File: src/hw/rtl/pwhc_pkg.sv
// Shared types, codes and helpers of the pilot-wire heating controller.
package pwhc_pkg;

   // Fixed field layout: four setpoint fields and four wire bits
   localparam int unsigned FIELD_ZONES = 4;
   localparam int unsigned MODE_W      = 3;
   localparam int unsigned SEC_W       = 9;
   localparam int unsigned FROST_W     = 8;
   localparam int unsigned CSR_ADDR_W  = 5;
   localparam int unsigned CSR_DATA_W  = 32;

   // Event codes
   localparam logic [1:0] OP_MAINS_EDGE  = 2'd0;
   localparam logic [1:0] OP_HALF_PERIOD = 2'd1;
   localparam logic [1:0] OP_TRIAC_CUT   = 2'd2;
   localparam logic [1:0] OP_SECOND_TICK = 2'd3;

   // Setpoint / mode codes
   localparam logic [MODE_W-1:0] MODE_OFF           = 3'd0;
   localparam logic [MODE_W-1:0] MODE_COMFORT       = 3'd1;
   localparam logic [MODE_W-1:0] MODE_ECO           = 3'd2;
   localparam logic [MODE_W-1:0] MODE_ECO_PLUS      = 3'd3;
   localparam logic [MODE_W-1:0] MODE_ECO_PLUS_PLUS = 3'd4;
   localparam logic [MODE_W-1:0] MODE_FROST         = 3'd5;

   // Register indexes (word address)
   localparam logic [2:0] REG_HW_VERSION   = 3'd0;
   localparam logic [2:0] REG_FROST_HALFW  = 3'd1;
   localparam logic [2:0] REG_ECO_ON       = 3'd2;
   localparam logic [2:0] REG_ECO_PLUS_ON  = 3'd3;
   localparam logic [2:0] REG_CADENCE      = 3'd4;

   typedef struct packed {
      logic [1:0]        operation;
      logic [MODE_W-1:0] setpoint_zone0;
      logic [MODE_W-1:0] setpoint_zone1;
      logic [MODE_W-1:0] setpoint_zone2;
      logic [MODE_W-1:0] setpoint_zone3;
   } req_type;

   typedef struct packed {
      logic [FIELD_ZONES-1:0] wire_levels;
      logic                   mains_lost;
      logic                   edge_ignored;
   } rsp_type;

   // Per-event controls and configuration handed to every zone
   typedef struct packed {
      logic               drive;
      logic               positive;
      logic               cut;
      logic               tick;
      logic               hw_direct;
      logic [FROST_W-1:0] frost_halfwaves;
      logic [SEC_W-1:0]   eco_on;
      logic [SEC_W-1:0]   eco_plus_on;
      logic [SEC_W-1:0]   period;
   } zone_ctl_type;

   function automatic logic mode_is_eco(input logic [MODE_W-1:0] m);
      return (m == MODE_ECO) || (m == MODE_ECO_PLUS);
   endfunction

endpackage

File: src/hw/rtl/pwhc_zone.sv
// One heating zone: setpoint tracking, forced frost, eco cadence and wire level.
module pwhc_zone
   import pwhc_pkg::*;
(
   input  logic                clock,
   input  logic                reset,
   input  zone_ctl_type        ctl,
   input  logic [MODE_W-1:0]   setpoint,
   input  logic                wire_cur,
   output logic                wire_next
);

   logic [MODE_W-1:0]  applied_ff, applied_in;
   logic [MODE_W-1:0]  prev_ff, prev_in;
   logic [FROST_W-1:0] frost_cnt_ff, frost_cnt_in;
   logic               restart_ff, restart_in;
   logic [SEC_W-1:0]   sec_ff, sec_in;
   logic               eco_ff, eco_in;
   logic               eco_plus_ff, eco_plus_in;

   // Event logic for this zone
   always_comb begin
      logic [MODE_W-1:0]  mode_sel;
      logic [FROST_W-1:0] cnt;
      logic               forced;
      logic               lvl;
      logic [SEC_W-1:0]   c;
      logic [SEC_W:0]     c_inc;

      applied_in   = applied_ff;
      prev_in      = prev_ff;
      frost_cnt_in = frost_cnt_ff;
      restart_in   = restart_ff;
      sec_in       = sec_ff;
      eco_in       = eco_ff;
      eco_plus_in  = eco_plus_ff;
      wire_next    = wire_cur;

      // setpoint change tracking and forced frost
      cnt      = frost_cnt_ff;
      mode_sel = setpoint;
      forced   = 1'b0;
      if (setpoint != prev_ff) begin
         if (mode_is_eco(setpoint)) begin
            if (ctl.drive) restart_in = 1'b1;
            if (mode_is_eco(prev_ff) || prev_ff == MODE_ECO_PLUS_PLUS)
               cnt = ctl.frost_halfwaves;
         end
         if (setpoint == MODE_COMFORT && mode_is_eco(prev_ff))
            cnt = ctl.frost_halfwaves;
      end
      if (cnt != '0) begin
         cnt      = cnt - FROST_W'(1);
         mode_sel = MODE_FROST;
         forced   = 1'b1;
      end

      // half-wave level for the selected mode
      case (mode_sel)
         MODE_OFF:           lvl = ctl.positive;
         MODE_ECO:           lvl = eco_ff;
         MODE_ECO_PLUS:      lvl = eco_plus_ff;
         MODE_ECO_PLUS_PLUS: lvl = 1'b1;
         MODE_FROST:         lvl = !ctl.positive;
         default:            lvl = 1'b0;
      endcase
      lvl = lvl ^ !ctl.hw_direct;

      // cadence counter step
      c     = restart_ff ? '0 : sec_ff;
      c_inc = {1'b0, c} + (SEC_W+1)'(1);

      if (ctl.drive) begin
         prev_in      = setpoint;
         frost_cnt_in = cnt;
         // a forced frost half-wave also restarts the cadence
         if (forced)
            restart_in = 1'b1;
         applied_in = mode_sel;
         wire_next  = lvl;
      end
      if (ctl.cut) begin
         if (applied_ff == MODE_OFF || applied_ff == MODE_FROST)
            wire_next = 1'b0;
      end
      if (ctl.tick) begin
         restart_in  = 1'b0;
         eco_in      = (c < ctl.eco_on);
         eco_plus_in = (c < ctl.eco_plus_on);
         sec_in      = (c_inc >= {1'b0, ctl.period}) ? '0 : c_inc[SEC_W-1:0];
      end
   end

   // Zone state
   always_ff @(posedge clock) begin
      if (reset) begin
         applied_ff   <= MODE_COMFORT;
         prev_ff      <= MODE_COMFORT;
         frost_cnt_ff <= '0;
         restart_ff   <= 1'b0;
         sec_ff       <= '0;
         eco_ff       <= 1'b0;
         eco_plus_ff  <= 1'b0;
      end else begin
         applied_ff   <= applied_in;
         prev_ff      <= prev_in;
         frost_cnt_ff <= frost_cnt_in;
         restart_ff   <= restart_in;
         sec_ff       <= sec_in;
         eco_ff       <= eco_in;
         eco_plus_ff  <= eco_plus_in;
      end
   end

endmodule

File: src/hw/rtl/pilot_wire_heating_controller.sv
// Top level of the pilot-wire heating controller: event decode, zones, registers, result buffer.
// Takes one event per clock cycle while req_ready is high. Each accepted event updates the
// per-zone state and the wire levels at the acceptance edge; its result is registered into the
// output register, or the skid register while that stalls; the two entries keep req_ready high
// while one result waits, so events flow back to back; req_ready drops only when both are full.
// There is no clearing pass after reset. Registers are written over the APB-style csr_ port
// (byte address 4*index) and should be changed only while no event is in flight.
module pilot_wire_heating_controller
   import pwhc_pkg::*;
#(
   parameter int unsigned ZONE_COUNT = 4
)
(
   input  logic                  clock,
   input  logic                  reset,
   // event channel
   input  logic                  req_valid,
   output logic                  req_ready,
   input  req_type               req_data,
   // result channel
   output logic                  rsp_valid,
   input  logic                  rsp_ready,
   output rsp_type               rsp_data,
   // register port
   input  logic                  csr_psel,
   input  logic                  csr_penable,
   input  logic                  csr_pwrite,
   input  logic [CSR_ADDR_W-1:0] csr_paddr,
   input  logic [CSR_DATA_W-1:0] csr_pwdata,
   output logic [CSR_DATA_W-1:0] csr_prdata,
   output logic                  csr_pready
);

   localparam int unsigned ZONES_ACTIVE = (ZONE_COUNT < FIELD_ZONES) ? ZONE_COUNT : FIELD_ZONES;

   logic               hw_ver_ff;
   logic [FROST_W-1:0] frost_hw_ff;
   logic [SEC_W-1:0]   eco_on_ff, eco_plus_on_ff, period_ff;

   logic                   edge_armed_ff, edge_armed_in;
   logic                   mains_seen_ff, mains_seen_in;
   logic [FIELD_ZONES-1:0] wire_ff, wire_in;

   logic    out_valid_ff, out_valid_in;
   rsp_type out_data_ff, out_data_in;
   logic    skid_valid_ff, skid_valid_in;
   rsp_type skid_data_ff, skid_data_in;

   logic                   req_fire;
   logic                   csr_wr;
   logic [2:0]             csr_idx;
   zone_ctl_type           zctl;
   rsp_type                rsp_new;
   logic [FIELD_ZONES-1:0] wire_zone;
   logic [MODE_W-1:0]      sp [FIELD_ZONES];

   assign req_ready = !skid_valid_ff;
   assign req_fire  = req_valid && req_ready;

   // Register port
   assign csr_pready = 1'b1;
   assign csr_idx    = csr_paddr[CSR_ADDR_W-1:2];
   assign csr_wr     = csr_psel && csr_penable && csr_pwrite;

   always_ff @(posedge clock) begin
      if (reset) begin
         hw_ver_ff      <= 1'b1;
         frost_hw_ff    <= FROST_W'(4);
         eco_on_ff      <= SEC_W'(3);
         eco_plus_on_ff <= SEC_W'(7);
         period_ff      <= SEC_W'(300);
      end else if (csr_wr) begin
         case (csr_idx)
            REG_HW_VERSION:  hw_ver_ff      <= csr_pwdata[0];
            REG_FROST_HALFW: frost_hw_ff    <= csr_pwdata[FROST_W-1:0];
            REG_ECO_ON:      eco_on_ff      <= csr_pwdata[SEC_W-1:0];
            REG_ECO_PLUS_ON: eco_plus_on_ff <= csr_pwdata[SEC_W-1:0];
            REG_CADENCE:     period_ff      <= csr_pwdata[SEC_W-1:0];
            default: ;
         endcase
      end
   end

   always_comb begin
      case (csr_idx)
         REG_HW_VERSION:  csr_prdata = CSR_DATA_W'(hw_ver_ff);
         REG_FROST_HALFW: csr_prdata = CSR_DATA_W'(frost_hw_ff);
         REG_ECO_ON:      csr_prdata = CSR_DATA_W'(eco_on_ff);
         REG_ECO_PLUS_ON: csr_prdata = CSR_DATA_W'(eco_plus_on_ff);
         REG_CADENCE:     csr_prdata = CSR_DATA_W'(period_ff);
         default:         csr_prdata = '0;
      endcase
   end

   // Event decode into zone controls
   always_comb begin
      zctl                 = '0;
      zctl.hw_direct       = hw_ver_ff;
      zctl.frost_halfwaves = frost_hw_ff;
      zctl.eco_on          = eco_on_ff;
      zctl.eco_plus_on     = eco_plus_on_ff;
      zctl.period          = period_ff;
      if (req_fire) begin
         case (req_data.operation)
            OP_MAINS_EDGE:  zctl.drive = edge_armed_ff;
            OP_HALF_PERIOD: begin
               zctl.drive    = mains_seen_ff;
               zctl.positive = 1'b1;
            end
            OP_TRIAC_CUT:   zctl.cut  = hw_ver_ff;
            OP_SECOND_TICK: zctl.tick = 1'b1;
            default: ;
         endcase
      end
   end

   assign sp[0] = req_data.setpoint_zone0;
   assign sp[1] = req_data.setpoint_zone1;
   assign sp[2] = req_data.setpoint_zone2;
   assign sp[3] = req_data.setpoint_zone3;

   // Zones
   for (genvar z = 0; z < FIELD_ZONES; z++) begin : g_zone
      if (z < ZONES_ACTIVE) begin : g_on
         pwhc_zone u_zone (
            .clock     (clock),
            .reset     (reset),
            .ctl       (zctl),
            .setpoint  (sp[z]),
            .wire_cur  (wire_ff[z]),
            .wire_next (wire_zone[z])
         );
      end else begin : g_off
         assign wire_zone[z] = 1'b0;
      end
   end

   // Mains tracking and wire state
   always_comb begin
      edge_armed_in          = edge_armed_ff;
      mains_seen_in          = mains_seen_ff;
      wire_in                = wire_ff;
      rsp_new                = '0;
      if (req_fire) begin
         wire_in = wire_zone;
         case (req_data.operation)
            OP_MAINS_EDGE: begin
               if (edge_armed_ff) begin
                  edge_armed_in = 1'b0;
                  mains_seen_in = 1'b1;
               end else begin
                  rsp_new.edge_ignored = 1'b1;
               end
            end
            OP_HALF_PERIOD: begin
               if (!mains_seen_ff) begin
                  wire_in            = '0;
                  rsp_new.mains_lost = 1'b1;
               end
               edge_armed_in = 1'b1;
               mains_seen_in = 1'b0;
            end
            default: ;
         endcase
      end
      rsp_new.wire_levels = wire_in;
   end

   // Result buffer: output register with skid entry
   always_comb begin
      out_valid_in  = out_valid_ff;
      out_data_in   = out_data_ff;
      skid_valid_in = skid_valid_ff;
      skid_data_in  = skid_data_ff;
      if (!out_valid_ff || rsp_ready) begin
         if (skid_valid_ff) begin
            out_valid_in  = 1'b1;
            out_data_in   = skid_data_ff;
            skid_valid_in = req_fire;
            skid_data_in  = rsp_new;
         end else begin
            out_valid_in = req_fire;
            out_data_in  = rsp_new;
         end
      end else if (req_fire) begin
         skid_valid_in = 1'b1;
         skid_data_in  = rsp_new;
      end
   end

   always_ff @(posedge clock) begin
      if (reset) begin
         edge_armed_ff <= 1'b1;
         mains_seen_ff <= 1'b0;
         wire_ff       <= '0;
         out_valid_ff  <= 1'b0;
         skid_valid_ff <= 1'b0;
      end else begin
         edge_armed_ff <= edge_armed_in;
         mains_seen_ff <= mains_seen_in;
         wire_ff       <= wire_in;
         out_valid_ff  <= out_valid_in;
         skid_valid_ff <= skid_valid_in;
      end
   end

   always_ff @(posedge clock) begin
      out_data_ff  <= out_data_in;
      skid_data_ff <= skid_data_in;
   end

   assign rsp_valid = out_valid_ff;
   assign rsp_data  = out_data_ff;

endmodule

File: config.mk
export PLATFORM = sky130hd
export DESIGN_NAME = pilot_wire_heating_controller
export DESIGN_NICKNAME = d
export VERILOG_FILES = /design/src/hw/rtl/pwhc_pkg.sv /design/src/hw/rtl/pwhc_zone.sv /design/src/hw/rtl/pilot_wire_heating_controller.sv
export SDC_FILE = /design/constraint.sdc
export NUM_CORES = 1
export LEC_CHECK = 0
export ABC_AREA = 1
export BUFFER_PORTS_ARGS = -buffer_cell sky130_fd_sc_hd__buf_4
export CORE_UTILIZATION = 40
export CTS_CLUSTER_SIZE = 8
export DETAILED_ROUTE_END_ITERATION = 8
export HOLD_SLACK_MARGIN = 0.12
export PLACE_DENSITY = 0.61
export SETUP_SLACK_MARGIN = 0.5
export SYNTH_ARGS = -nofsm -noshare
export SYNTH_HDL_FRONTEND = slang
export SYNTH_SLANG_ARGS = --single-unit
export TNS_END_PERCENT = 50
File: constraint.sdc
create_clock -name clock -period 2.5 [get_ports clock]
set_input_delay 0.125 -clock clock [delete_from_list [all_inputs] [get_ports clock]]
set_output_delay 0.125 -clock clock [all_outputs]
set_load 0.02 [all_outputs]
==> results.md <==
- Final Hold Fails: 0
- Gate power share: 28.3%
- Internal power: 5.245 mW
- Arr. time, crit path: 3.03 ns
- Power density over cell area: 485.8 nW/µm²
- Leakage: 7.177 nW
- Register area share after synthesis: 30.25%
- CTS sink count: 160
- Final GP Congestion: 0.8827
- Vias post-DR: 11030
- All-layer global routing usage: 24.30%
- Die height: 167.7 µm
- Grt total ovfl: 0
- # DRC: 0
- Die ar.: 28130 µm²
- Worst-path clk slew: 0.07 ns
- Failing checks: setup timing
- Dpl hpwl: 23420 µm
- Area delta synth->final: 44.86%
- Number of antenna cells inserted: 0
- Pins Over Slew Limit: 0
- Util after Layout: 59.05%
- Ratio of cells with drive above 1 in the final layout: 39.43%
- Critical Path RT: 2.85 ns
- DR WL/cell: 17.20 µm
- Synth Area in Compound Gates: 18.34%
- Largest family of logic cells by synthesized area: simple AND/OR/NAND/NOR gates
- Minimum clock period after layout: 2.680 ns
- WS Path Type: flop to flop
- Initial core utilization: 40.76%
- Xor and xnor area share after synthesis: 4.704%
- First-pass GRT wire length: 53960 µm
- Power Total: 7.730 mW
- Nets: 1902
- Ports: 99
- Period utilization: 107.2%
- DRT iter0 DRCs: 769
- Switching Fraction: 32.15%
- Crit end category: flop
- # rows: 60
- Ys flop type: dfxtp_1
- Worst slew pin tran: 0.6776 ns
- Synth Area in Simple Gates: 22.86%
- Root buf cell: clkbuf_16
- Routed WL: 35880 µm
- Worst Hold Class: primary input to flop
- Clk pwr share: 36.1%
- Die Span X: 167.7 µm
- Vias in the first global route: 10455
- Num CTS Buffers: 17
- #FFs+latches synth: 160
- Fraction of the mapped netlist area in adder cells: 12.76%
- CP Launch Type: flop
- Netlist Area Pre-Place: 10990 µm²
- Antenna violations before repair: 0
- Via/cell ratio: 5.288
- Syn avg cell area: 7.398 µm²
- Worst-case clock buffer depth: 2
- Outcome: complete, but fails checks
- Maximum vdd drop: 357.2 µV
- Clk_lat worst skew: 0.44 ns
- Max-slew headroom: 54.41%
- Placed Area: 12350 µm²
- Reg power frac: 35.6%
- Final Worst Setup Slack: -0.1801 ns
- Core ar.: 26950 µm²
- Cell variety after synth: 53
- Worst reg-to-reg setup slack: -0.18 ns
- Clock skew: 0.01513 ns
- ANT nets after route: 0
- IO buf count: 49
- Fin area: 15910 µm²
- Ys Warns: 0
- Cell count after synthesis: 1485
- Dpl ws: -0.1903 ns
- Pre-Repair DR Iteration Count: 5
- Largest net degree at the start of global routing: 45
- Top achievable clock speed: 0.3731 GHz
- Post-synth ARST share: 0%
- Net Sw Power: 2.485 mW
- Final setup vio count: 9
- CTS tree: yes
- Mux share of post-synthesis cell area: 0%
- Number of flops mapped to enable cells by yosys: 12
- RSZ-0062 raised after global routing: yes
- Max-cap violation count: 0
- H-tree level count: 4
- Worst-path fanout max: 5
power by group through the flow:
stage | Sequential (mW) | Combinational, mW | Clock (mW)
floorplan | 2.79 | 1.00 | 0
global placement | 2.80 | 1.31 | 0
detailed placement | 2.80 | 1.33 | 0
CTS | 2.75 | 1.70 | 2.82
global route | 2.77 | 2.34 | 2.91
finish | 2.76 | 2.18 | 2.79
stage by stage:
step	cells	TNS, ns	hold slack [ns]
floorplan	1507	0	0.2514
global placement	1918	-0.5049	0.3857
detailed placement	1918	-1.869	0.3772
CTS	2052	-0.5534	0.1239
global route	2086	-3.458	0.1411
finish	2086	-1.292	0.1214
cells in the mapped netlist, types with 5 or more instances:
library cell / instances / share of area, %
o22ai_1: 14 / 0.80
nor3_2: 8 / 0.73
nor4_1: 5 / 0.28
o21ai_2: 9 / 0.72
o21a_1: 5 / 0.34
xnor2_1: 37 / 2.9
nand3b_1: 9 / 0.61
o21bai_1: 8 / 0.55
nand3_1: 75 / 3.4
nor3_1: 7 / 0.32
o21ai_0: 95 / 4.3
ha_1: 112 / 13
nor2_1: 91 / 3.1
a221o_1: 7 / 0.64
o32ai_1: 23 / 1.8
nor2_4: 8 / 0.82
nand2_1: 260 / 8.9
xor2_1: 22 / 1.8
o211ai_1: 18 / 1.2
nand3_2: 8 / 0.73
inv_2: 17 / 0.58
nand2_2: 30 / 1.7
inv_1: 211 / 7.2
a21oi_1: 112 / 5.1
buf_4: 24 / 1.6
a211oi_1: 8 / 0.55
nand2_4: 11 / 1.1
edfxtp_1: 12 / 3.3
clkbuf_1: 24 / 0.82
dfxtp_1: 148 / 27
buf_2: 9 / 0.41
nor2_2: 9 / 0.51
worst max-delay path, cell delays in order, from the launching register on:
cell and delay, ns:
dfxtp_4 0.37, nor4_4 0.31, buf_4 0.16, buf_4 0.10, xnor2_1 0.15, inv_1 0.08, ha_1 0.31, a21oi_1 0.14
nor2_1 0.06, a211oi_1 0.20, nor2_1 0.07, o21ai_1 0.12, nand3b_1 0.16, buf_6 0.18, o32ai_2 0.19
area by class of cell:
type | instances | area (µm²)
multi-input cells | 1057 | 8282
clock inverters | 15 | 180.2
clock buffers | 17 | 425.4
inverters | 230 | 903.4
fillers | 2291 | 11040
repair buffers | 266 | 2320
flip-flops and latches | 160 | 3377
well taps | 341 | 426.7
logic make-up after synthesis:
group / Yosys count
AND/OR/NAND/NOR: 531
AO/OA/AOI/OAI: 330
buffers and inverters: 291
flip-flops: 160
adder cells (fa/ha/maj): 112
XOR/XNOR: 59
other: 2
repair_timing:
item / 4_1_cts / 5_1_grt
cloned: 2 / 0
resized for setup: 215 / 251
endpoints found under the hold margin: 63 / 0
setup buffers: 77 / 34
hold buffers: 23 / 0
pin swaps: 103 / 145
endpoints found under the setup margin: 104 / 107
metal layers:
layer | global-route usage [%] | share of wire, % | vias to the layer above
li1 | - | - | 5409
met1 | 30.64 | 42 | 5217
met2 | 41.25 | 50 | 319
met3 | 3.994 | 5.9 | 85
met4 | 9.573 | 2.6 | 0
met5 | 0 | 0 | -
cell usage in the layout (no fill, tap or decap), types with 21 or more instances in the layout:
cell and count:
nand3_1 39, xnor2_1 21, dlygate4sd3_1 21, inv_2 32
buf_6 56, a21oi_1 75, conb_1 24, inv_1 182
nor2_4 32, nor2_1 65, o21ai_1 26, nand3_2 39
a21oi_2 38, nand2_4 46, ha_1 89, dfxtp_1 127
buf_4 183, nand2_1 185, o21ai_0 67, nand2_2 67
path summary, 6_finish.rpt:
path              cells past startpoint                                to                             start
hold / removal                        3  g_zone[1].g_on.u_zone.prev_ff[1]                       req_data[7]
hold reg to reg                       2      g_zone[0].g_on.u_zone.eco_ff      g_zone[0].g_on.u_zone.eco_ff
setup / recovery                     14   g_zone[2].g_on.u_zone.sec_ff[7]  g_zone[2].g_on.u_zone.restart_ff
setup reg to reg                     14   g_zone[2].g_on.u_zone.sec_ff[7]  g_zone[2].g_on.u_zone.restart_ff
state kept, by name, summed over array words and instances (netlist names), 4 cells and up:
name / count
g_zone.g_on.u_zone.applied_ff: 12
period_ff: 9
g_zone.g_on.u_zone.sec_ff: 36
g_zone.g_on.u_zone.prev_ff: 12
g_zone.g_on.u_zone.eco_ff: 4
eco_on_ff: 9
wire_ff: 4
skid_data_ff: 6
g_zone.g_on.u_zone.eco_plus_ff: 4
g_zone.g_on.u_zone.restart_ff: 4
eco_plus_on_ff: 9
g_zone.g_on.u_zone.frost_cnt_ff: 32
rsp_data: 6
frost_hw_ff: 8
(Power assumes the default switching activity.)
